`src/rtl/mpct_pkg.sv`:
```
// Package with the constants and transfer types of the mouse packet cursor tracker.
`timescale 1ns / 1ps

package mpct_pkg;

    // Screen geometry and cursor start position
    localparam int COLS      = 80;
    localparam int ROWS      = 25;
    localparam int START_COL = 40;
    localparam int START_ROW = 12;

    localparam int POS_W   = 7;
    localparam int BYTE_W  = 8;
    localparam int BTN_W   = 3;
    localparam int IDX_W   = 2;
    localparam int SUM_W   = 10;

    localparam logic [IDX_W-1:0] LAST_BYTE_IDX = IDX_W'(2);

    localparam logic [POS_W-1:0] START_COL_POS = POS_W'(START_COL);
    localparam logic [POS_W-1:0] START_ROW_POS = POS_W'(START_ROW);
    localparam logic [POS_W-1:0] COL_MAX       = POS_W'(COLS - 1);
    localparam logic [POS_W-1:0] ROW_MAX       = POS_W'(ROWS - 1);

    // Input operation codes
    localparam logic OP_BYTE = 1'b0;
    localparam logic OP_FLAG = 1'b1;

    // Result action codes
    localparam logic ACT_INVERT   = 1'b0;
    localparam logic ACT_ANNOUNCE = 1'b1;

    typedef struct packed {
        logic              operation;
        logic [BYTE_W-1:0] data_byte;
        logic              flag_value;
    } in_item_t;

    typedef struct packed {
        logic             action;
        logic [POS_W-1:0] cell_col;
        logic [POS_W-1:0] cell_row;
        logic [POS_W-1:0] cursor_col;
        logic [POS_W-1:0] cursor_row;
        logic             disabled;
        logic             last;
    } out_item_t;

endpackage

```
`src/rtl/mouse_packet_cursor_tracker_top.sv`:
```
// Top level of the mouse packet cursor tracker: packet framing, cursor update, result queue.
`timescale 1ns / 1ps

// Mouse packet cursor tracker. Each s_ transfer carries either a raw mouse byte
// (operation 0) or a write of the render-started flag (operation 1). Bytes are
// framed into three-byte packets; on the third byte the cursor moves by the
// signed X delta (byte 1) and against the signed Y delta (byte 2), clamped to
// the COLS x ROWS screen, and the three button bits of byte 0 drive the
// press latch that toggles the disabled flag. A complete packet yields up to
// two m_ transfers (cell inverts of old and new cursor, or an erase followed
// by a state notice); the final one of each packet has last set. An accepted
// item is held in the input register, then is decoded in a single pass into
// a two-entry result queue once that queue can take it. Items that give no
// result, or one result, flow at one per cycle while m_ready stays high; a
// packet that gives two results holds the next item back while the single
// m_ port drains the queue. m_valid is registered: the input register and
// the result queue lie between an s_ transfer and its first m_ transfer.
module mouse_packet_cursor_tracker_top (
    input  logic                  aclk,
    input  logic                  aresetn,
    input  logic                  s_valid,
    output logic                  s_ready,
    input  mpct_pkg::in_item_t    s_data,
    output logic                  m_valid,
    input  logic                  m_ready,
    output mpct_pkg::out_item_t   m_data
);

    // Input register
    logic                 in_valid_reg, in_valid_next;
    mpct_pkg::in_item_t   in_item_reg;
    logic                 in_fire;

    // Tracker state
    logic [mpct_pkg::IDX_W-1:0]  byte_index_reg, byte_index_next;
    logic [mpct_pkg::BYTE_W-1:0] byte0_reg, byte0_next;
    logic [mpct_pkg::BYTE_W-1:0] byte1_reg, byte1_next;
    logic [mpct_pkg::POS_W-1:0]  col_pos_reg, col_pos_next;
    logic [mpct_pkg::POS_W-1:0]  row_pos_reg, row_pos_next;
    logic [mpct_pkg::BTN_W-1:0]  prev_buttons_reg, prev_buttons_next;
    logic                        disabled_reg, disabled_next;
    logic                        press_latch_reg, press_latch_next;
    logic                        erase_pending_reg, erase_pending_next;
    logic                        render_started_reg, render_started_next;

    // Result queue: head drives m_data, tail holds the second result
    mpct_pkg::out_item_t head_reg, head_next;
    mpct_pkg::out_item_t tail_reg, tail_next;
    logic [1:0]          count_reg, count_next;

    // Decode results
    mpct_pkg::out_item_t res0, res1;
    logic [1:0]          res_count;

    logic pop;

    assign pop     = m_valid && m_ready;
    assign m_valid = (count_reg != 2'd0);
    assign m_data  = head_reg;

    // Move the held item into the queue once the queue will be empty after this cycle
    assign in_fire = in_valid_reg &&
                     ((count_reg == 2'd0) || ((count_reg == 2'd1) && m_ready));
    assign s_ready = !in_valid_reg || in_fire;

    always_comb begin
        in_valid_next = in_valid_reg;
        if (s_valid && s_ready) begin
            in_valid_next = 1'b1;
        end else if (in_fire) begin
            in_valid_next = 1'b0;
        end
    end

    // Single-pass decode of the held item
    always_comb begin
        logic signed [mpct_pkg::SUM_W-1:0] col_sum;
        logic signed [mpct_pkg::SUM_W-1:0] row_sum;
        logic [mpct_pkg::BYTE_W-1:0]       dy;
        logic                              latch;
        logic                              dis;
        logic                              erase;
        logic [mpct_pkg::POS_W-1:0]        new_col;
        logic [mpct_pkg::POS_W-1:0]        new_row;

        byte_index_next     = byte_index_reg;
        byte0_next          = byte0_reg;
        byte1_next          = byte1_reg;
        col_pos_next        = col_pos_reg;
        row_pos_next        = row_pos_reg;
        prev_buttons_next   = prev_buttons_reg;
        disabled_next       = disabled_reg;
        press_latch_next    = press_latch_reg;
        erase_pending_next  = erase_pending_reg;
        render_started_next = render_started_reg;
        res0                = '0;
        res1                = '0;
        res_count           = 2'd0;

        dy = in_item_reg.data_byte;

        // Clamp with wide signed arithmetic
        col_sum = $signed({3'b000, col_pos_reg}) +
                  $signed({{(mpct_pkg::SUM_W-mpct_pkg::BYTE_W){byte1_reg[7]}}, byte1_reg});
        row_sum = $signed({3'b000, row_pos_reg}) -
                  $signed({{(mpct_pkg::SUM_W-mpct_pkg::BYTE_W){dy[7]}}, dy});

        if (col_sum < 0) begin
            new_col = '0;
        end else if (col_sum >= $signed(mpct_pkg::SUM_W'(mpct_pkg::COLS))) begin
            new_col = mpct_pkg::COL_MAX;
        end else begin
            new_col = col_sum[mpct_pkg::POS_W-1:0];
        end

        if (row_sum < 0) begin
            new_row = '0;
        end else if (row_sum >= $signed(mpct_pkg::SUM_W'(mpct_pkg::ROWS))) begin
            new_row = mpct_pkg::ROW_MAX;
        end else begin
            new_row = row_sum[mpct_pkg::POS_W-1:0];
        end

        // Scan buttons in order; each change flips the press latch
        latch = press_latch_reg;
        dis   = disabled_reg;
        erase = erase_pending_reg;
        for (int i = 0; i < mpct_pkg::BTN_W; i++) begin
            if (byte0_reg[i] != prev_buttons_reg[i]) begin
                if (!latch) begin
                    dis   = ~dis;
                    latch = 1'b1;
                    erase = 1'b1;
                end else begin
                    latch = 1'b0;
                end
            end
        end

        if (in_fire) begin
            if (in_item_reg.operation == mpct_pkg::OP_FLAG) begin
                render_started_next = in_item_reg.flag_value;
            end else if (byte_index_reg != mpct_pkg::LAST_BYTE_IDX) begin
                // Hold the byte until the packet is complete
                if (byte_index_reg == '0) begin
                    byte0_next = in_item_reg.data_byte;
                end else begin
                    byte1_next = in_item_reg.data_byte;
                end
                byte_index_next = byte_index_reg + 1'b1;
            end else begin
                byte_index_next   = '0;
                col_pos_next      = new_col;
                row_pos_next      = new_row;
                prev_buttons_next = byte0_reg[mpct_pkg::BTN_W-1:0];
                disabled_next     = dis;
                press_latch_next  = latch;
                erase_pending_next = erase;

                // Common fields of every result of this packet
                res0.cursor_col = new_col;
                res0.cursor_row = new_row;
                res0.disabled   = dis;
                res1.cursor_col = new_col;
                res1.cursor_row = new_row;
                res1.disabled   = dis;

                if (!dis) begin
                    render_started_next = 1'b1;
                    if (render_started_reg) begin
                        // Invert old cursor, then new cursor
                        res0.action   = mpct_pkg::ACT_INVERT;
                        res0.cell_col = col_pos_reg;
                        res0.cell_row = row_pos_reg;
                        res0.last     = 1'b0;
                        res1.action   = mpct_pkg::ACT_INVERT;
                        res1.cell_col = new_col;
                        res1.cell_row = new_row;
                        res1.last     = 1'b1;
                        res_count     = 2'd2;
                    end else begin
                        res0.action   = mpct_pkg::ACT_INVERT;
                        res0.cell_col = new_col;
                        res0.cell_row = new_row;
                        res0.last     = 1'b1;
                        res_count     = 2'd1;
                    end
                end else if (erase) begin
                    // Erase old cursor, then announce the state
                    erase_pending_next  = 1'b0;
                    render_started_next = 1'b0;
                    res0.action   = mpct_pkg::ACT_INVERT;
                    res0.cell_col = col_pos_reg;
                    res0.cell_row = row_pos_reg;
                    res0.last     = 1'b0;
                    res1.action   = mpct_pkg::ACT_ANNOUNCE;
                    res1.last     = 1'b1;
                    res_count     = 2'd2;
                end
            end
        end
    end

    // Result queue update
    always_comb begin
        head_next  = head_reg;
        tail_next  = tail_reg;
        count_next = count_reg;
        if (in_fire) begin
            // Queue is drained this cycle; load fresh results
            head_next  = res0;
            tail_next  = res1;
            count_next = res_count;
        end else if (pop) begin
            head_next  = tail_reg;
            count_next = count_reg - 2'd1;
        end
    end

    always_ff @(posedge aclk) begin
        if (!aresetn) begin
            in_valid_reg       <= 1'b0;
            byte_index_reg     <= '0;
            col_pos_reg        <= mpct_pkg::START_COL_POS;
            row_pos_reg        <= mpct_pkg::START_ROW_POS;
            prev_buttons_reg   <= '0;
            disabled_reg       <= 1'b0;
            press_latch_reg    <= 1'b0;
            erase_pending_reg  <= 1'b0;
            render_started_reg <= 1'b0;
            count_reg          <= 2'd0;
        end else begin
            in_valid_reg       <= in_valid_next;
            byte_index_reg     <= byte_index_next;
            col_pos_reg        <= col_pos_next;
            row_pos_reg        <= row_pos_next;
            prev_buttons_reg   <= prev_buttons_next;
            disabled_reg       <= disabled_next;
            press_latch_reg    <= press_latch_next;
            erase_pending_reg  <= erase_pending_next;
            render_started_reg <= render_started_next;
            count_reg          <= count_next;
        end
    end

    // Payload registers
    always_ff @(posedge aclk) begin
        if (s_valid && s_ready) begin
            in_item_reg <= s_data;
        end
        byte0_reg <= byte0_next;
        byte1_reg <= byte1_next;
        head_reg  <= head_next;
        tail_reg  <= tail_next;
    end

endmodule
```
`config.mk`:
```
export PLATFORM = sky130hd
export DESIGN_NAME = mouse_packet_cursor_tracker_top
export DESIGN_NICKNAME = d
export VERILOG_FILES = /design/src/rtl/mpct_pkg.sv /design/src/rtl/mouse_packet_cursor_tracker_top.sv
export SDC_FILE = /design/constraint.sdc
export NUM_CORES = 1
export LEC_CHECK = 0
export BUFFER_PORTS_ARGS = -buffer_cell sky130_fd_sc_hd__buf_4
export CAP_MARGIN = 20
export CORE_AREA = 5 5 112 114
export CTS_CLUSTER_SIZE = 12
export DETAILED_ROUTE_END_ITERATION = 6
export DIE_AREA = 0 0 117 119
export PLACE_DENSITY = 0.73
export REMOVE_ABC_BUFFERS = 1
export SYNTH_ARGS = -nofsm -noshare
export SYNTH_HDL_FRONTEND = slang
export SYNTH_SLANG_ARGS = --single-unit
```
`constraint.sdc`:
```
create_clock -name aclk -period 6.02 [get_ports aclk]
set_clock_uncertainty 0.1 [all_clocks]
set_input_delay 0.602 -clock aclk [delete_from_list [all_inputs] [get_ports aclk]]
set_output_delay 0.602 -clock aclk [all_outputs]
set_load 0.01 [all_outputs]
```
==> flow_metrics.env <==
export IMPL_clk_latency_ps=340
export IMPL_worstPathArrival_ps=3580
export IMPL_cp_required_ps=6010
export IMPL_post_route_util=0.513
export IMPL_initial_core_util=0.442
export IMPL_antenna_found_initial=0
export IMPL_routed_wl_um=11000
export IMPL_setup_viol=0
export IMPL_drc=0
export IMPL_critPathKind="flip-flop to flip-flop"
export IMPL_ys_flop_type="edfxtp_1"
export IMPL_grt_pass1_wl_um=17900
export IMPL_cts_repair_resized=0
export IMPL_cts_htree_levels=3
export IMPL_tightest_slew_ps=995
export IMPL_multi_input_area_mm2=0.00185
export IMPL_netlist_instances=430
export IMPL_drive_gt1_frac=0.176
export IMPL_grtUsageTotal=0.164
export IMPL_synth_seq_cells=109
export IMPL_regArea_mm2=0.00301
export IMPL_fin_crit_sh=0.597
export IMPL_yosysSeqAreaShare=0.602
export IMPL_synth_largest_area_cell="edfxtp_1"
export IMPL_grt_max_degree=37
export IMPL_cap_violations=0
export IMPL_die_area_mm2=0.0139
export IMPL_vias=3502
export IMPL_cts_made_buffers=9
export IMPL_clkTransAtPathRegs_ps=70
export IMPL_synthesis_area_mm2=0.00500
export IMPL_pre_cts_ws_ps=2360
export IMPL_grt_overflow_total=0
export IMPL_ys_warn_count=0
export IMPL_nFillCells=1012
export IMPL_setup_tns_ps=0
export IMPL_ant_nets=0
export IMPL_synthArstFlopShare=0
export IMPL_instances_no_fill=627
export IMPL_setup_ws_ps=2430
export IMPL_io_pins=47
export IMPL_yosysUniqueCellTypes=55
export IMPL_slew_headroom=0.335
export IMPL_peakVddDrop_mv=0.169
export IMPL_synth_top_area_share=0.498
export IMPL_clockBufferDepth=2
export IMPL_portBuffers=46
export IMPL_critPathMaxFanout=36
export IMPL_endpoint_kind="flip-flop"
export IMPL_synth_edf_count=83
export IMPL_diodes=0
export IMPL_period_needed_ps=3590
export IMPL_hpwlAfterDp_um=7420
export IMPL_fmax_mhz=278
export IMPL_cts_sinks=109
export IMPL_hp_class="primary input to flip-flop"
export IMPL_powerDensity_mw_per_mm2=309
export IMPL_rows=39
export IMPL_hold_buffers=0
export IMPL_cts_root_buf="clkbuf_16"
export IMPL_drt_iter0_markers=254
export IMPL_finalHoldViolations=0
export IMPL_die_w_um=117
export IMPL_ys_top_cells_by_count="edfxtp_1, nand2_1, nor2_1"
export IMPL_dpl_cell_count=611
export IMPL_cts_tree="built"
export IMPL_maxSlewViolCount=0
export IMPL_rsz0062_at_grt="no"
export IMPL_core_mm2=0.0113
export IMPL_status="complete, no violations"
export IMPL_place_congestion=0.848
export IMPL_viasPerCell=5.59
export IMPL_power_leakage_nw=2.22
export IMPL_layout_area_overhead_vs_synth_pct=16.1
export IMPL_nets=511
export IMPL_post_drt_wl_per_cell_um=17.6
export IMPL_critPathLaunchType="flip-flop"
export IMPL_synth_area_leaders="edfxtp_1, dfxtp_1, ha_1, nand2_1, o21ai_0"
export IMPL_synth_most_common_cell="edfxtp_1"
export IMPL_syn_mean_instance_area_um2=11.6
export IMPL_grt_pass1_vias=3570
export IMPL_die_y_um=119
export IMPL_dr_pass1_iters=4
export IMPL_post_cts_setup_buffer_count=0
## cells by family after synthesis
family	Yosys count	synth area share
AND/OR/NAND/NOR	147	0.147
multiplexers	3	0.00700
other	1	0.000749
AO/OA/AOI/OAI	99	0.136
adder cells (fa/ha/maj)	18	0.0480
flip-flops	109	0.602
buffers and inverters	39	0.0303
XOR/XNOR	14	0.0290
## metal layers
| metal | wire [um] | track usage | share of wire |
|---|---|---|---|
| met1 | 4810 | 0.222 | 0.44 |
| met2 | 5220 | 0.268 | 0.47 |
| met3 | 882 | 0.0355 | 0.080 |
| met4 | 129 | 0.0459 | 0.012 |
| met5 | 0 | 0 | 0 |
## worst paths after layout
| path | startpoint | end | slack, ps | cells after the start |
|---|---|---|---|---|
| worst max register to register | count_reg[0] | m_data[27] | 2430 | 10 |
| worst min-delay path | s_data[7] | in_item_reg[7] | 330 | 1 |
| worst min register to register | row_pos_reg[0] | row_pos_reg[0] | 360 | 2 |
| worst max-delay path | count_reg[0] | m_data[27] | 2430 | 10 |
## through the flow
step | area, um^2 | total power (W) | hold slack, ps
CTS | 5810 | 0.00181 | 327
global route | 5810 | 0.00187 | 323
detailed placement | 5510 | 0.00121 | 349
finish | 5810 | 0.00180 | 333
floorplan | 4960 | 0.00109 | 326
global placement | 5510 | 0.00121 | 343
## layout make-up
cell class,instances,share of cell area
flip-flops and latches,109,0.519
multi-input cells,285,0.319
repair buffers,49,0.0633
clock buffers,9,0.0388
well taps,143,0.0308
inverters,25,0.0161
clock inverters,7,0.0138
## worst max-delay path: stages, from the launching register on
cell and delay [ps]:
dfxtp_1 390, inv_1 60, ha_1 230, a21oi_1 210, nand2b_1 140, buf_4 370, inv_1 100, nand2_1 750
nand4bb_1 560, nor2_1 110, a221o_2 320
## power by group
part           switching (W)  total (W)  leakage (nW)  internal [W]
Sequential         0.0000271   0.000931          1.00      0.000904
Clock               0.000278   0.000606         0.143      0.000328
Combinational       0.000155   0.000261          1.07      0.000106
## layout by cell type, fill, tap and decap left out, drive strengths merged, types with 6 or more instances in the layout
cell    instances
a211oi         10
a21oi          20
and2            7
and3            6
buf            49
clkbuf          9
dfxtp          26
edfxtp         83
ha             16
inv            28
nand2          50
nand3           9
nor2           33
nor3           17
o21a            8
o21ai          27
o221ai         11
xnor2           8
xor2            6
No activity file was read; power rests on OpenSTA's default activity.
